**config.mk**
```make
export PLATFORM = sky130hd
export DESIGN_NAME = position_param_tx_framer
export DESIGN_NICKNAME = d
export VERILOG_FILES = /design/src/hdl/pptf_pkg.sv /design/src/hdl/pptf_odometer.sv /design/src/hdl/pptf_param_bank.sv /design/src/hdl/position_param_tx_framer.sv
export SDC_FILE = /design/constraint.sdc
export NUM_CORES = 1
export LEC_CHECK = 0
export ABC_AREA = 1
export BUFFER_PORTS_ARGS = -buffer_cell sky130_fd_sc_hd__buf_4
export CORE_ASPECT_RATIO = 1.5
export CORE_MARGIN = 2
export CORE_UTILIZATION = 45
export DETAILED_ROUTE_END_ITERATION = 16
export SYNTH_ARGS = -nofsm -noshare
export SYNTH_HDL_FRONTEND = slang
export SYNTH_SLANG_ARGS = --single-unit
```
**constraint.sdc**
```tcl
create_clock -name clk_i -period 22 [get_ports clk_i]
set_clock_uncertainty 0.1 [all_clocks]
set_input_delay 3.3 -clock clk_i [delete_from_list [all_inputs] [get_ports clk_i]]
set_output_delay 3.3 -clock clk_i [all_outputs]
set_load 0.01 [all_outputs]
```
**src/hdl/pptf_pkg.sv**
```systemverilog
// ----------------------------------------------------------------------------
// pptf_pkg
// Shared types, constants and helpers of the position/parameter tx framer.
// ----------------------------------------------------------------------------
package pptf_pkg;

  localparam int NUM_PARAMS = 4;
  localparam int IDX_W      = 2;
  localparam int DATA_W     = 8;
  localparam int MM_W       = 16;
  localparam int POS_W      = 7;
  localparam int REM_W      = 3;
  localparam int CMD_W      = 2;
  localparam int IN_TDATA_W = 32;

  // reciprocal of five, exact for 16-bit dividends with an 18-bit shift
  localparam logic [16:0] RECIP5      = 17'h0CCCD;
  localparam int          RECIP_SHIFT = 18;
  localparam int          QUOT_W      = MM_W - 2;

  localparam logic [DATA_W-1:0] CHAR_0     = 8'h30;
  localparam logic [DATA_W-1:0] CHAR_A     = 8'h41;
  localparam logic [DATA_W-1:0] HEX_ALPHA  = 8'h37;
  localparam logic [DATA_W-1:0] BYTE_IDLE  = 8'h00;
  localparam logic [3:0]        NIB_TEN    = 4'd10;

  typedef enum logic [CMD_W-1:0] {
    CMD_SET  = 2'd0,
    CMD_MARK = 2'd1,
    CMD_XMIT = 2'd2,
    CMD_NOP  = 2'd3
  } pptf_cmd_e;

  typedef enum logic [2:0] {
    PH_START = 3'b001,
    PH_HIGH  = 3'b010,
    PH_LOW   = 3'b100
  } pptf_phase_e;

  typedef struct packed {
    logic              wr;
    logic              mark;
    logic              clr_low;
    logic [IDX_W-1:0]  idx;
    logic [DATA_W-1:0] data;
  } pptf_bank_req_t;

  typedef struct packed {
    logic              any;
    logic [IDX_W-1:0]  idx;
    logic [DATA_W-1:0] value;
  } pptf_bank_sts_t;

  function automatic logic [DATA_W-1:0] param_reset(input int i);
    logic [DATA_W-1:0] v;
    case (i)
      1:       v = 8'hf0;
      3:       v = 8'hff;
      default: v = 8'h00;
    endcase
    return v;
  endfunction

  function automatic logic [DATA_W-1:0] hex_digit(input logic [3:0] nib);
    logic [DATA_W-1:0] v;
    if (nib < NIB_TEN) begin
      v = CHAR_0 + {4'b0, nib};
    end else begin
      v = HEX_ALPHA + {4'b0, nib};
    end
    return v;
  endfunction

endpackage

```
**src/hdl/pptf_odometer.sv**
```systemverilog
// ----------------------------------------------------------------------------
// pptf_odometer
// Accumulates odometer distance into a wheel position in 5 mm steps.
// ----------------------------------------------------------------------------
module pptf_odometer (
  input  logic                       clk_i,
  input  logic                       rst_ni,
  input  logic                       step_i,
  input  logic [pptf_pkg::MM_W-1:0]  mm_i,
  output logic [pptf_pkg::POS_W-1:0] pos_o
);
  import pptf_pkg::*;

  logic [MM_W-1:0]   prev_q;
  logic [REM_W-1:0]  rem_q, rem_d;
  logic [POS_W-1:0]  wheel_q, wheel_d;
  logic [MM_W-1:0]   delta;
  logic [MM_W-1:0]   sum;
  logic [32:0]       prod;
  logic [QUOT_W-1:0] quot;
  logic [MM_W-1:0]   rem_full;

  always_comb begin
    delta    = mm_i - prev_q;
    sum      = delta + {{(MM_W-REM_W){1'b0}}, rem_q};
    prod     = {17'b0, sum} * {16'b0, RECIP5};
    quot     = prod[RECIP_SHIFT +: QUOT_W];
    rem_full = sum - {quot, 2'b00} - {2'b00, quot};
    rem_d    = rem_full[REM_W-1:0];
    wheel_d  = wheel_q + quot[POS_W-1:0];
  end

  assign pos_o = wheel_d;

  always_ff @(posedge clk_i or negedge rst_ni) begin
    if (!rst_ni) begin
      prev_q  <= '0;
      rem_q   <= '0;
      wheel_q <= '0;
    end else if (step_i) begin
      prev_q  <= mm_i;
      rem_q   <= rem_d;
      wheel_q <= wheel_d;
    end
  end

endmodule

```
**src/hdl/pptf_param_bank.sv**
```systemverilog
// ----------------------------------------------------------------------------
// pptf_param_bank
// Parameter store with pending mask and lowest-pending lookup.
// ----------------------------------------------------------------------------
module pptf_param_bank (
  input  logic                     clk_i,
  input  logic                     rst_ni,
  input  pptf_pkg::pptf_bank_req_t req_i,
  output pptf_pkg::pptf_bank_sts_t sts_o
);
  import pptf_pkg::*;

  logic [DATA_W-1:0]     store_q [NUM_PARAMS];
  logic [NUM_PARAMS-1:0] pend_q, pend_d;
  logic [IDX_W-1:0]      low_idx;
  logic                  idx_ok;

  always_comb begin
    low_idx = '0;
    for (int i = NUM_PARAMS - 1; i >= 0; i--) begin
      if (pend_q[i]) begin
        low_idx = IDX_W'(i);
      end
    end
  end

  assign idx_ok = int'(req_i.idx) < NUM_PARAMS;

  assign sts_o.any   = |pend_q;
  assign sts_o.idx   = low_idx;
  assign sts_o.value = store_q[low_idx];

  always_comb begin
    pend_d = pend_q;
    if ((req_i.wr || req_i.mark) && idx_ok) begin
      pend_d[req_i.idx] = 1'b1;
    end
    if (req_i.clr_low) begin
      pend_d[low_idx] = 1'b0;
    end
  end

  always_ff @(posedge clk_i or negedge rst_ni) begin
    if (!rst_ni) begin
      pend_q <= '0;
      for (int i = 0; i < NUM_PARAMS; i++) begin
        store_q[i] <= param_reset(i);
      end
    end else begin
      pend_q <= pend_d;
      if (req_i.wr && idx_ok) begin
        store_q[req_i.idx] <= req_i.data;
      end
    end
  end

endmodule

```
**src/hdl/position_param_tx_framer.sv**
```systemverilog
// ----------------------------------------------------------------------------
// position_param_tx_framer
// Builds a one-byte-per-transmit stream of wheel positions and parameter frames.
// A transfer is taken into the input register, and a transmit goes from there
// straight into the result register that drives m_tdata_o.
// Throughput: one transfer per cycle; a transmit waiting on a held result
// stays in the input register and holds off s_tready_o until m_tready_i.
// Reset: asynchronous, clears valid flags, framer and odometer state and restores parameter defaults.
// ----------------------------------------------------------------------------
module position_param_tx_framer (
  input  logic                               clk_i,
  input  logic                               rst_ni,
  input  logic                               s_tvalid_i,
  output logic                               s_tready_o,
  // param_index[1:0], param_data[9:2], position_mm[25:10], zero pad
  input  logic [pptf_pkg::IN_TDATA_W-1:0]    s_tdata_i,
  // cmd[1:0]
  input  logic [pptf_pkg::CMD_W-1:0]         s_tuser_i,
  output logic                               m_tvalid_o,
  input  logic                               m_tready_i,
  // tx_byte[7:0]
  output logic [pptf_pkg::DATA_W-1:0]        m_tdata_o
);
  import pptf_pkg::*;

  // input register
  logic              in_vld_q, in_vld_d;
  pptf_cmd_e         in_cmd_q;
  logic [IDX_W-1:0]  in_idx_q;
  logic [DATA_W-1:0] in_data_q;
  logic [MM_W-1:0]   in_mm_q;

  // framer state
  pptf_phase_e       phase_q, phase_d;
  logic [DATA_W-1:0] latched_q, latched_d;
  logic [POS_W-1:0]  last_pos_q, last_pos_d;
  logic              just_sent_q, just_sent_d;

  // result register
  logic              out_vld_q, out_vld_d;
  logic [DATA_W-1:0] tx_byte_q, tx_byte_d;

  logic              s_fire, is_xmit, out_free, advance;
  logic              idle, moved;
  logic [POS_W-1:0]  pos;
  pptf_bank_req_t    bank_req;
  pptf_bank_sts_t    bank_sts;

  assign s_fire   = s_tvalid_i && s_tready_o;
  assign is_xmit  = in_cmd_q == CMD_XMIT;
  assign out_free = !out_vld_q || m_tready_i;
  assign advance  = in_vld_q && (!is_xmit || out_free);

  assign s_tready_o = !in_vld_q || advance;
  assign m_tvalid_o = out_vld_q;
  assign m_tdata_o  = tx_byte_q;

  pptf_odometer u_odometer (
    .clk_i  (clk_i),
    .rst_ni (rst_ni),
    .step_i (advance && is_xmit),
    .mm_i   (in_mm_q),
    .pos_o  (pos)
  );

  pptf_param_bank u_param_bank (
    .clk_i  (clk_i),
    .rst_ni (rst_ni),
    .req_i  (bank_req),
    .sts_o  (bank_sts)
  );

  always_comb begin
    in_vld_d = in_vld_q;
    if (s_fire) begin
      in_vld_d = 1'b1;
    end else if (advance) begin
      in_vld_d = 1'b0;
    end
  end

  always_comb begin
    phase_d     = phase_q;
    latched_d   = latched_q;
    last_pos_d  = last_pos_q;
    just_sent_d = just_sent_q;
    tx_byte_d   = tx_byte_q;
    out_vld_d   = out_vld_q && !m_tready_i;

    bank_req.wr      = advance && (in_cmd_q == CMD_SET);
    bank_req.mark    = advance && (in_cmd_q == CMD_MARK);
    bank_req.clr_low = 1'b0;
    bank_req.idx     = in_idx_q;
    bank_req.data    = in_data_q;

    idle  = !bank_sts.any && (phase_q != PH_HIGH) && (phase_q != PH_LOW);
    moved = (pos != last_pos_q) && !just_sent_q;

    if (advance && is_xmit) begin
      out_vld_d = 1'b1;
      if (idle || moved) begin
        tx_byte_d   = {1'b1, pos};
        last_pos_d  = pos;
        just_sent_d = 1'b1;
      end else begin
        just_sent_d = 1'b0;
        case (phase_q)
          PH_HIGH: begin
            tx_byte_d = hex_digit(latched_q[7:4]);
            phase_d   = PH_LOW;
          end
          PH_LOW: begin
            tx_byte_d = hex_digit(latched_q[3:0]);
            phase_d   = PH_START;
          end
          default: begin
            phase_d = PH_START;
            if (bank_sts.any) begin
              tx_byte_d        = CHAR_A + {{(DATA_W-IDX_W){1'b0}}, bank_sts.idx};
              latched_d        = bank_sts.value;
              bank_req.clr_low = 1'b1;
              phase_d          = PH_HIGH;
            end else begin
              tx_byte_d = BYTE_IDLE;
            end
          end
        endcase
      end
    end
  end

  always_ff @(posedge clk_i or negedge rst_ni) begin
    if (!rst_ni) begin
      in_vld_q    <= 1'b0;
      out_vld_q   <= 1'b0;
      phase_q     <= PH_START;
      latched_q   <= '0;
      last_pos_q  <= '0;
      just_sent_q <= 1'b0;
    end else begin
      in_vld_q    <= in_vld_d;
      out_vld_q   <= out_vld_d;
      phase_q     <= phase_d;
      latched_q   <= latched_d;
      last_pos_q  <= last_pos_d;
      just_sent_q <= just_sent_d;
    end
  end

  always_ff @(posedge clk_i) begin
    if (s_fire) begin
      in_cmd_q  <= pptf_cmd_e'(s_tuser_i);
      in_idx_q  <= s_tdata_i[IDX_W-1:0];
      in_data_q <= s_tdata_i[IDX_W +: DATA_W];
      in_mm_q   <= s_tdata_i[IDX_W+DATA_W +: MM_W];
    end
    tx_byte_q <= tx_byte_d;
  end

`ifndef SYNTH
  // a transmit leaving the input register always lands in the result register
  assert property (@(posedge clk_i) disable iff (!rst_ni)
    advance && is_xmit |=> m_tvalid_o)
    else $error("transmit transfer lost");

  // the byte on the output agrees with the position-sent flag
  assert property (@(posedge clk_i) disable iff (!rst_ni)
    m_tvalid_o |-> (m_tdata_o[DATA_W-1] == just_sent_q))
    else $error("position flag out of step with output byte");

  // with nothing pending the position is always sent, so zero never goes out
  assert property (@(posedge clk_i) disable iff (!rst_ni)
    m_tvalid_o |-> (m_tdata_o != BYTE_IDLE))
    else $error("idle byte transmitted");
`endif

endmodule
```
==> impl_metrics.prom, run 1 <==
# TYPE chip_impl_metric gauge
chip_impl_info{name="outcome",value="completed"} 1
chip_impl_metric{name="grt_overflow",unit=""} 0
chip_impl_info{name="crit_path_start_kind",value="flip-flop"} 1
chip_impl_metric{name="final_hold_viol_count",unit=""} 0
chip_impl_metric{name="finalWorstPathRequiredPeriod",unit="ns"} 10.14
chip_impl_metric{name="drcViolationCount",unit=""} 0
chip_impl_metric{name="final_critical_path_setup_slack",unit="ns"} 11.86
chip_impl_metric{name="grt_max_degree",unit=""} 74
chip_impl_metric{name="detailedRoute.firstPassIterationCount",unit=""} 4
chip_impl_metric{name="synth_fa_ha_area_share",unit="%"} 31.8
chip_impl_metric{name="post_cts.resized_instances",unit=""} 0
chip_impl_metric{name="dieHeight",unit="microns"} 189
chip_impl_metric{name="post_dp_cell_area",unit="sq um"} 10900
chip_impl_metric{name="max_clock_freq",unit="MHz"} 98.6
chip_impl_metric{name="h-tree-depth",unit=""} 4
chip_impl_metric{name="met3WireLength",unit="microns"} 367
chip_impl_metric{name="layout.cells.non_filler",unit=""} 1527
chip_impl_metric{name="antenna_found_initial",unit=""} 0
chip_impl_info{name="synth_top_family_by_area",value="adder cells"} 1
chip_impl_metric{name="clock_latency",unit="ns"} 0.42
chip_impl_metric{name="critical_path_arrival",unit="ns"} 10.34
chip_impl_metric{name="path_max_fanout",unit=""} 12
chip_impl_metric{name="seq_area_frac_synth",unit="%"} 30.8
chip_impl_metric{name="worstPathRequired",unit="ns"} 22.20
chip_impl_info{name="clockRootBuffer",value="sky130_fd_sc_hd__clkbuf_16"} 1
chip_impl_metric{name="finalMaxSlewViolations",unit=""} 0
chip_impl_metric{name="routedLengthMet1",unit="mm"} 8.86
chip_impl_metric{name="portBuffers",unit=""} 41
chip_impl_metric{name="cts_setup_buffers",unit=""} 0
chip_impl_metric{name="pre_cts_slack",unit="ns"} 11.77
chip_impl_metric{name="die-width",unit="microns"} 128
chip_impl_info{name="yosys_most_used_dff",value="sky130_fd_sc_hd__dfrtp_1"} 1
chip_impl_metric{name="num_io_pins",unit=""} 48
chip_impl_info{name="criticalPathCategory",value="flip-flop to flip-flop"} 1
chip_impl_metric{name="drt_wl_total",unit="mm"} 22.5
chip_impl_metric{name="cts.hold.buffers_added",unit=""} 0
chip_impl_metric{name="dr_total_vias",unit=""} 7626
chip_impl_metric{name="grt.total_usage",unit="%"} 20.2
chip_impl_metric{name="floorplan.core_area",unit="sq um"} 22400
chip_impl_metric{name="syn-cell-area",unit="sq um"} 10300
chip_impl_metric{name="cap_viol_max_count",unit=""} 0
chip_impl_metric{name="clock_sink_count",unit=""} 119
chip_impl_metric{name="placed_cells_incl_taps",unit=""} 1495
chip_impl_info{name="unrepaired_setup_endpoints_after_global_routing",value="no"} 1
chip_impl_metric{name="design_area",unit="sq um"} 11600
chip_impl_metric{name="share_of_the_synthesized_netlist_area_taken_by_xor_and_xnor_gates",unit="%"} 2.76
chip_impl_metric{name="routabilityCongestion",unit=""} 0.928
chip_impl_metric{name="ant_nets",unit=""} 0
chip_impl_info{name="synth_top_cell_by_area",value="sky130_fd_sc_hd__dfrtp_1"} 1
chip_impl_info{name="crit_path_start",value="in_mm_q[2]"} 1
chip_impl_metric{name="tns",unit="ns"} 0
chip_impl_metric{name="syn_area_per_cell",unit="sq um"} 8.65
chip_impl_metric{name="yosys.cell_types.count",unit=""} 46
chip_impl_metric{name="grt_pass1_wl",unit="mm"} 38.2
chip_impl_info{name="highest_layer",value="met4"} 1
chip_impl_metric{name="design.final.nets",unit=""} 1491
chip_impl_metric{name="gate_count_after_technology_mapping",unit=""} 1190
chip_impl_metric{name="worst_pin_slew",unit="ns"} 0.960
chip_impl_metric{name="final_min_period_over_clock_period",unit="%"} 46.1
chip_impl_info{name="r2r_start",value="in_mm_q[2]"} 1
chip_impl_metric{name="cts.path.max_buffers",unit=""} 2
chip_impl_metric{name="detailedPlacementHpwl",unit="mm"} 18.3
chip_impl_metric{name="initialDrtViolationCount",unit=""} 274
chip_impl_metric{name="synth.yosys.warnings",unit=""} 0
chip_impl_metric{name="synth_top_area_share",unit="%"} 17.0
chip_impl_metric{name="area_growth_syn_to_layout",unit="%"} 12.2
chip_impl_metric{name="async_flop_share",unit="%"} 69.7
chip_impl_metric{name="synth_nets",unit=""} 1443
chip_impl_metric{name="proportion_of_synthesized_area_in_mux_cells",unit="%"} 0
chip_impl_metric{name="grt_pass1_vias",unit=""} 8022
chip_impl_metric{name="std_cell_rows",unit=""} 67
chip_impl_metric{name="route.met2.wl",unit="mm"} 12.2
chip_impl_info{name="cts_tree",value="yes"} 1
chip_impl_metric{name="synth-seq-cells",unit=""} 119
chip_impl_info{name="holdCritPathClass",value="flip-flop to flip-flop"} 1
chip_impl_metric{name="synth_enable_flop_cells",unit=""} 36
chip_impl_metric{name="slowest_delay",unit="ns"} 0.55
chip_impl_metric{name="routed_via_density",unit=""} 4.99
chip_impl_metric{name="cts_buffers",unit=""} 17
chip_impl_metric{name="initial_utilization",unit="%"} 46.0
chip_impl_metric{name="area_of_the_die",unit="sq um"} 24100
chip_impl_metric{name="yosys.area_share.simple",unit="%"} 14.6
chip_impl_metric{name="cts.reportedPaths.clkPinSlew",unit="ns"} 0.05
chip_impl_info{name="timing.hold.worst.start",value="u_odometer.prev_q[0]"} 1
chip_impl_metric{name="fraction_of_the_mapped_netlist_area_in_compound_gates",unit="%"} 9.05
chip_impl_info{name="yosys-top-cells-area",value="sky130_fd_sc_hd__dfrtp_1 17%, sky130_fd_sc_hd__ha_1 17%, sky130_fd_sc_hd__fa_1 15%"} 1
chip_impl_metric{name="drt-wirelength-per-cell",unit="microns"} 14.7
chip_impl_metric{name="slew-limit-headroom",unit="%"} 36.0
chip_impl_metric{name="insertedDiodeCount",unit=""} 0
chip_impl_metric{name="timing.final.setup_violations",unit=""} 0
chip_impl_metric{name="share_of_cells_above_drive_strength_1",unit="%"} 8.47
chip_impl_info{name="crit_path_end_kind",value="flip-flop"} 1
chip_impl_info{name="timing.critical_path.slowest_stage_cell",value="sky130_fd_sc_hd__fa_1"} 1
per-stage QoR:
stage / hold WS [ns] / util [%]
2_1_floorplan: 0.346 / -
3_3_place_gp: 0.361 / 48.8
3_5_place_dp: 0.367 / 48.8
4_1_cts: 0.380 / 51.6
5_1_grt: 0.405 / 51.6
6_report: 0.374 / 51.6
cells in the final DEF (no fill, tap or decap), types with 4 or more instances in the layout:
cell type,n
sky130_fd_sc_hd__nand3_1,34
sky130_fd_sc_hd__clkbuf_16,17
sky130_fd_sc_hd__inv_1,275
sky130_fd_sc_hd__dfstp_2,13
sky130_fd_sc_hd__xor2_1,18
sky130_fd_sc_hd__edfxtp_1,36
sky130_fd_sc_hd__o21ai_0,94
sky130_fd_sc_hd__buf_4,48
sky130_fd_sc_hd__o32ai_1,8
sky130_fd_sc_hd__nor2_1,61
sky130_fd_sc_hd__xnor2_1,10
sky130_fd_sc_hd__nand4_1,18
sky130_fd_sc_hd__ha_1,137
sky130_fd_sc_hd__clkinv_2,5
sky130_fd_sc_hd__fa_1,78
sky130_fd_sc_hd__nand2_1,225
sky130_fd_sc_hd__a21oi_1,43
sky130_fd_sc_hd__dfrtp_1,70
sky130_fd_sc_hd__nor3_1,9
sky130_fd_sc_hd__bufinv_16,5
sky130_fd_sc_hd__o21ai_1,4
path summary, 6_finish.rpt:
kind / cells past startpoint / endpoint / slack [ns]
worst max-delay path: 39 / latched_q[7] / 11.86
worst min-delay path: 2 / u_odometer.prev_q[0] / 0.37
worst max register to register: 39 / latched_q[7] / 11.86
worst min register to register: 2 / u_odometer.prev_q[0] / 0.37
max in group asynchronous: 2 / u_param_bank.store_q[18] / 18.01
min in group asynchronous: 1 / last_pos_q[4] / 2.61
cell type report:
cell class | instances | area (sq um)
Inverter | 276 | 1040
Timing Repair Buffer | 48 | 360
Multi-Input combinational cell | 776 | 6000
Fill cell | 2122 | 10800
Clock inverter | 14 | 206
Sequential cell | 119 | 3170
Tap cell | 276 | 345
Clock buffer | 18 | 429
metal layers:
layer / vias to the layer above / track usage, %
li1: 3863 / -
met1: 3618 / 21.6
met2: 96 / 38.3
met3: 49 / 2.46
met4: 0 / 10.7
met5: - / 0
kinds of logic (layout without fill, tap and decap cells):
family	count (synthesis)	count (layout)
AOI/OAI and AO/OA	168	168
xor gates and xnor gates	30	30
adders and majority gates	215	215
buffers and inverters	295	356
DFF	119	119
and+or+nand+nor	363	363
critical path: cells and delay by family, from the launching register on:
family	cells	cell delay [ns]
adder cells (fa/ha/maj)	10	4.39
AND/OR/NAND/NOR	13	2.16
AO/OA/AOI/OAI	6	1.36
XOR/XNOR	4	1.09
buffers and inverters	6	0.56
flip-flops	1	0.34
state kept, by name, summed over array words and instances, names as in the netlist, 4 cells and up:
| register | flops |
|---|---|
| latched_q | 8 |
| u_param_bank.pend_q | 4 |
| last_pos_q | 7 |
| u_odometer.wheel_q | 7 |
| in_mm_q | 16 |
| in_data_q | 8 |
| u_param_bank.store_q | 32 |
| m_tdata_o | 8 |
| u_odometer.prev_q | 16 |
synthesized netlist by cell type (2+ instances only):
library cell               number
sky130_fd_sc_hd__a21o_1         2
sky130_fd_sc_hd__a21oi_1       43
sky130_fd_sc_hd__buf_6          2
sky130_fd_sc_hd__clkbuf_1      15
sky130_fd_sc_hd__dfrtp_1       70
sky130_fd_sc_hd__dfstp_2       13
sky130_fd_sc_hd__edfxtp_1      36
sky130_fd_sc_hd__fa_1          78
sky130_fd_sc_hd__ha_1         137
sky130_fd_sc_hd__inv_1        275
sky130_fd_sc_hd__nand2_1      225
sky130_fd_sc_hd__nand2_2        3
sky130_fd_sc_hd__nand3_1       34
sky130_fd_sc_hd__nand3b_1       2
sky130_fd_sc_hd__nand4_1       18
sky130_fd_sc_hd__nor2_1        63
sky130_fd_sc_hd__nor3_1         9
sky130_fd_sc_hd__nor4_1         2
sky130_fd_sc_hd__o211ai_1       2
sky130_fd_sc_hd__o21ai_0       94
sky130_fd_sc_hd__o21ai_1        4
sky130_fd_sc_hd__o21bai_1       3
sky130_fd_sc_hd__o31ai_1        2
sky130_fd_sc_hd__o32ai_1        8
sky130_fd_sc_hd__or2_2          3
sky130_fd_sc_hd__xnor2_1       10
sky130_fd_sc_hd__xor2_1        18
Power of run 1 is left out: the tool's default activity adds up to more than one toggle a clock period on the data nets, which glitch-free logic cannot reach.
==> inputs of run 2 (changes only) <==
Clock period 22 ns to 10.45 ns, I/O delays scaled along.
==> run 2 against run 1 <==
Sequential share of layout area barely moved; core utilization is essentially flat; final cell count grew 0.46%; die area unchanged; worst setup slack worse by 11 ns; worst hold slack better by 0.0043 ns; non-clock buffer count grew 7; first-iteration DRC count increased by 18%; sequential cell count did not move; register-to-register slack lost 11 ns.
==> impl_metrics.prom, run 2 (synthesized netlist as in run 1, its figures left out) <==
# TYPE chip_impl_metric gauge
chip_impl_metric{name="drt_wl_total",unit="mm"} 22.9
chip_impl_metric{name="tns",unit="ns"} 0
chip_impl_metric{name="h-tree-depth",unit=""} 4
chip_impl_metric{name="worstPathRequired",unit="ns"} 10.58
chip_impl_metric{name="cts_buffers",unit=""} 17
chip_impl_info{name="unrepaired_setup_endpoints_after_global_routing",value="no"} 1
chip_impl_metric{name="area_of_the_die",unit="sq um"} 24100
chip_impl_metric{name="final_min_period_over_clock_period",unit="%"} 93.8
chip_impl_metric{name="final_critical_path_setup_slack",unit="ns"} 0.647
chip_impl_metric{name="use_met3",unit="%"} 2.37
chip_impl_info{name="crit_path_end_kind",value="flip-flop"} 1
chip_impl_info{name="criticalPathCategory",value="flip-flop to flip-flop"} 1
chip_impl_info{name="layout.cells.most_common_list",value="275 x sky130_fd_sc_hd__inv_1, 225 x sky130_fd_sc_hd__nand2_1, 137 x sky130_fd_sc_hd__ha_1, 93 x sky130_fd_sc_hd__o21ai_0, 78 x sky130_fd_sc_hd__fa_1"} 1
chip_impl_info{name="holdCritPathClass",value="flip-flop to flip-flop"} 1
chip_impl_metric{name="design.final.nets",unit=""} 1498
chip_impl_metric{name="grt_overflow",unit=""} 0
chip_impl_metric{name="path_max_fanout",unit=""} 12
chip_impl_metric{name="cts.reportedPaths.clkPinSlew",unit="ns"} 0.06
chip_impl_metric{name="cap_viol_max_count",unit=""} 0
chip_impl_metric{name="grt_max_degree",unit=""} 74
chip_impl_metric{name="dr_total_vias",unit=""} 7710
chip_impl_metric{name="dieHeight",unit="microns"} 189
chip_impl_info{name="timing.critical_path.slowest_stage_cell",value="sky130_fd_sc_hd__fa_1"} 1
chip_impl_metric{name="insertedDiodeCount",unit=""} 0
chip_impl_metric{name="cts_setup_buffers",unit=""} 0
chip_impl_metric{name="initial_utilization",unit="%"} 46.0
chip_impl_metric{name="routed_via_density",unit=""} 5.03
chip_impl_metric{name="final_hold_viol_count",unit=""} 0
chip_impl_metric{name="area_growth_syn_to_layout",unit="%"} 12.2
chip_impl_metric{name="slowest_delay",unit="ns"} 0.55
chip_impl_info{name="biggestRegsByFlops",value="u_param_bank.store_q: 32 flops, in_mm_q: 16 flops, u_odometer.prev_q: 16 flops"} 1
chip_impl_metric{name="globalRouteMet1Util",unit="%"} 22.0
chip_impl_info{name="crit_path_start_kind",value="flip-flop"} 1
chip_impl_metric{name="routabilityCongestion",unit=""} 0.906
chip_impl_metric{name="drt-wirelength-per-cell",unit="microns"} 14.9
chip_impl_info{name="clockRootBuffer",value="sky130_fd_sc_hd__clkbuf_16"} 1
chip_impl_metric{name="critical_path_buf_inv_count",unit=""} 6
chip_impl_info{name="outcome",value="completed"} 1
chip_impl_metric{name="grt_pass1_vias",unit=""} 8029
chip_impl_metric{name="floorplan.core_area",unit="sq um"} 22400
chip_impl_metric{name="die-width",unit="microns"} 128
chip_impl_metric{name="detailedRoute.firstPassIterationCount",unit=""} 6
chip_impl_metric{name="cts.path.max_buffers",unit=""} 2
chip_impl_info{name="most_common_cell_after_layout_fill_and_taps_aside",value="sky130_fd_sc_hd__inv_1"} 1
chip_impl_metric{name="slew-limit-headroom",unit="%"} 35.9
chip_impl_metric{name="grt_pass1_wl",unit="mm"} 38.5
chip_impl_metric{name="drcViolationCount",unit=""} 0
chip_impl_metric{name="std_cell_rows",unit=""} 67
chip_impl_metric{name="portBuffers",unit=""} 41
chip_impl_metric{name="initialDrtViolationCount",unit=""} 323
chip_impl_metric{name="post_cts.resized_instances",unit=""} 0
chip_impl_info{name="global_route.peak_usage_layer",value="met2"} 1
chip_impl_metric{name="clock_sink_count",unit=""} 119
chip_impl_metric{name="cts.hold.buffers_added",unit=""} 0
chip_impl_metric{name="worst_pin_slew",unit="ns"} 0.961
chip_impl_metric{name="ant_nets",unit=""} 0
chip_impl_metric{name="share_of_cells_above_drive_strength_1",unit="%"} 8.82
chip_impl_metric{name="detailedPlacementHpwl",unit="mm"} 18.6
chip_impl_metric{name="hold-worst-slack",unit="ns"} 0.378
chip_impl_metric{name="num_io_pins",unit=""} 48
chip_impl_metric{name="clock_latency",unit="ns"} 0.42
chip_impl_metric{name="grt.total_usage",unit="%"} 20.5
chip_impl_metric{name="critical_path_arrival",unit="ns"} 9.94
chip_impl_metric{name="antenna_found_initial",unit=""} 0
chip_impl_metric{name="largest_reg_flops",unit=""} 32
chip_impl_info{name="cts_tree",value="yes"} 1
chip_impl_metric{name="pre_cts_slack",unit="ns"} 0.432
chip_impl_info{name="crit_path_frequent_cell",value="sky130_fd_sc_hd__nand2_1"} 1
chip_impl_metric{name="timing.final.setup_violations",unit=""} 0
chip_impl_metric{name="use_met2",unit="%"} 39.0
chip_impl_metric{name="finalWorstPathRequiredPeriod",unit="ns"} 9.80
chip_impl_info{name="largest_register",value="u_param_bank.store_q"} 1
chip_impl_metric{name="finalMaxSlewViolations",unit=""} 0
chip_impl_metric{name="max_clock_freq",unit="MHz"} 102
chip_impl_info{name="crit_family",value="adder cells"} 1
[run 2: cell types whose count changed in the layout (fill, tap and decap cells not counted)]
| cell | before | now |
|---|---|---|
| sky130_fd_sc_hd__buf_4 | 48 | 55 |
| sky130_fd_sc_hd__o21ai_0 | 94 | 93 |
| sky130_fd_sc_hd__a221oi_2 | 0 | 1 |
| sky130_fd_sc_hd__clkinvlp_4 | 3 | 1 |
| sky130_fd_sc_hd__o21ai_1 | 4 | 5 |
| sky130_fd_sc_hd__a221oi_1 | 1 | 0 |
| sky130_fd_sc_hd__clkbuf_1 | 1 | 5 |
| sky130_fd_sc_hd__xor2_1 | 18 | 17 |
| sky130_fd_sc_hd__clkbuf_8 | 0 | 1 |
| sky130_fd_sc_hd__bufinv_16 | 5 | 2 |
| sky130_fd_sc_hd__nand2_4 | 0 | 1 |
| sky130_fd_sc_hd__nand2_2 | 3 | 2 |
| sky130_fd_sc_hd__xor2_2 | 1 | 2 |
[run 2: layout make-up]
class | count | area [sq um]
Clock buffer | 23 | 458
Inverter | 276 | 1040
Fill cell | 2125 | 10800
Multi-Input combinational cell | 776 | 6020
Tap cell | 276 | 345
Sequential cell | 119 | 3170
Clock inverter | 9 | 101
Timing Repair Buffer | 55 | 413
[run 2: metrics by stage]
step / cells / instance area (sq um) / util [%]
global route: 1534 / 11600 / 51.6
finish: 1534 / 11600 / 51.6
global placement: 1502 / 11000 / 49.0
floorplan: 1190 / 10300 / -
CTS: 1534 / 11500 / 51.5
detailed placement: 1502 / 11000 / 49.0
[run 2: worst reg2reg max path, delay by kind of cell, from the launching register on]
| kind | cells | cell delay, ns |
|---|---|---|
| DFF | 1 | 0.34 |
| buffers and inverters | 6 | 0.44 |
| and+or+nand+nor | 20 | 2.70 |
| AOI/OAI and AO/OA | 3 | 0.70 |
| adders and majority gates | 11 | 4.70 |
| xor gates and xnor gates | 3 | 0.65 |
[run 2: path summary, 6_finish.rpt]
check                                      from                  endpoint  slack, ns  depth (start not counted)
setup reg to reg                     in_mm_q[1]              m_tdata_o[2]       0.65                         43
hold reg to reg            u_odometer.prev_q[0]      u_odometer.prev_q[0]       0.38                          2
setup / recovery                     in_mm_q[1]              m_tdata_o[2]       0.65                         43
hold / removal             u_odometer.prev_q[0]      u_odometer.prev_q[0]       0.38                          2
min in group asynchronous                rst_ni             last_pos_q[4]       0.88                          1
max in group asynchronous                rst_ni  u_param_bank.store_q[11]       8.18                          2
[run 2: metal layers]
layer	vias up	share of wire [%]
met2	96	55
met3	43	1.7
met4	0	4.3
met5	-	0
met1	3695	39
li1	3876	-
Power of run 2 is left out for the same reason.
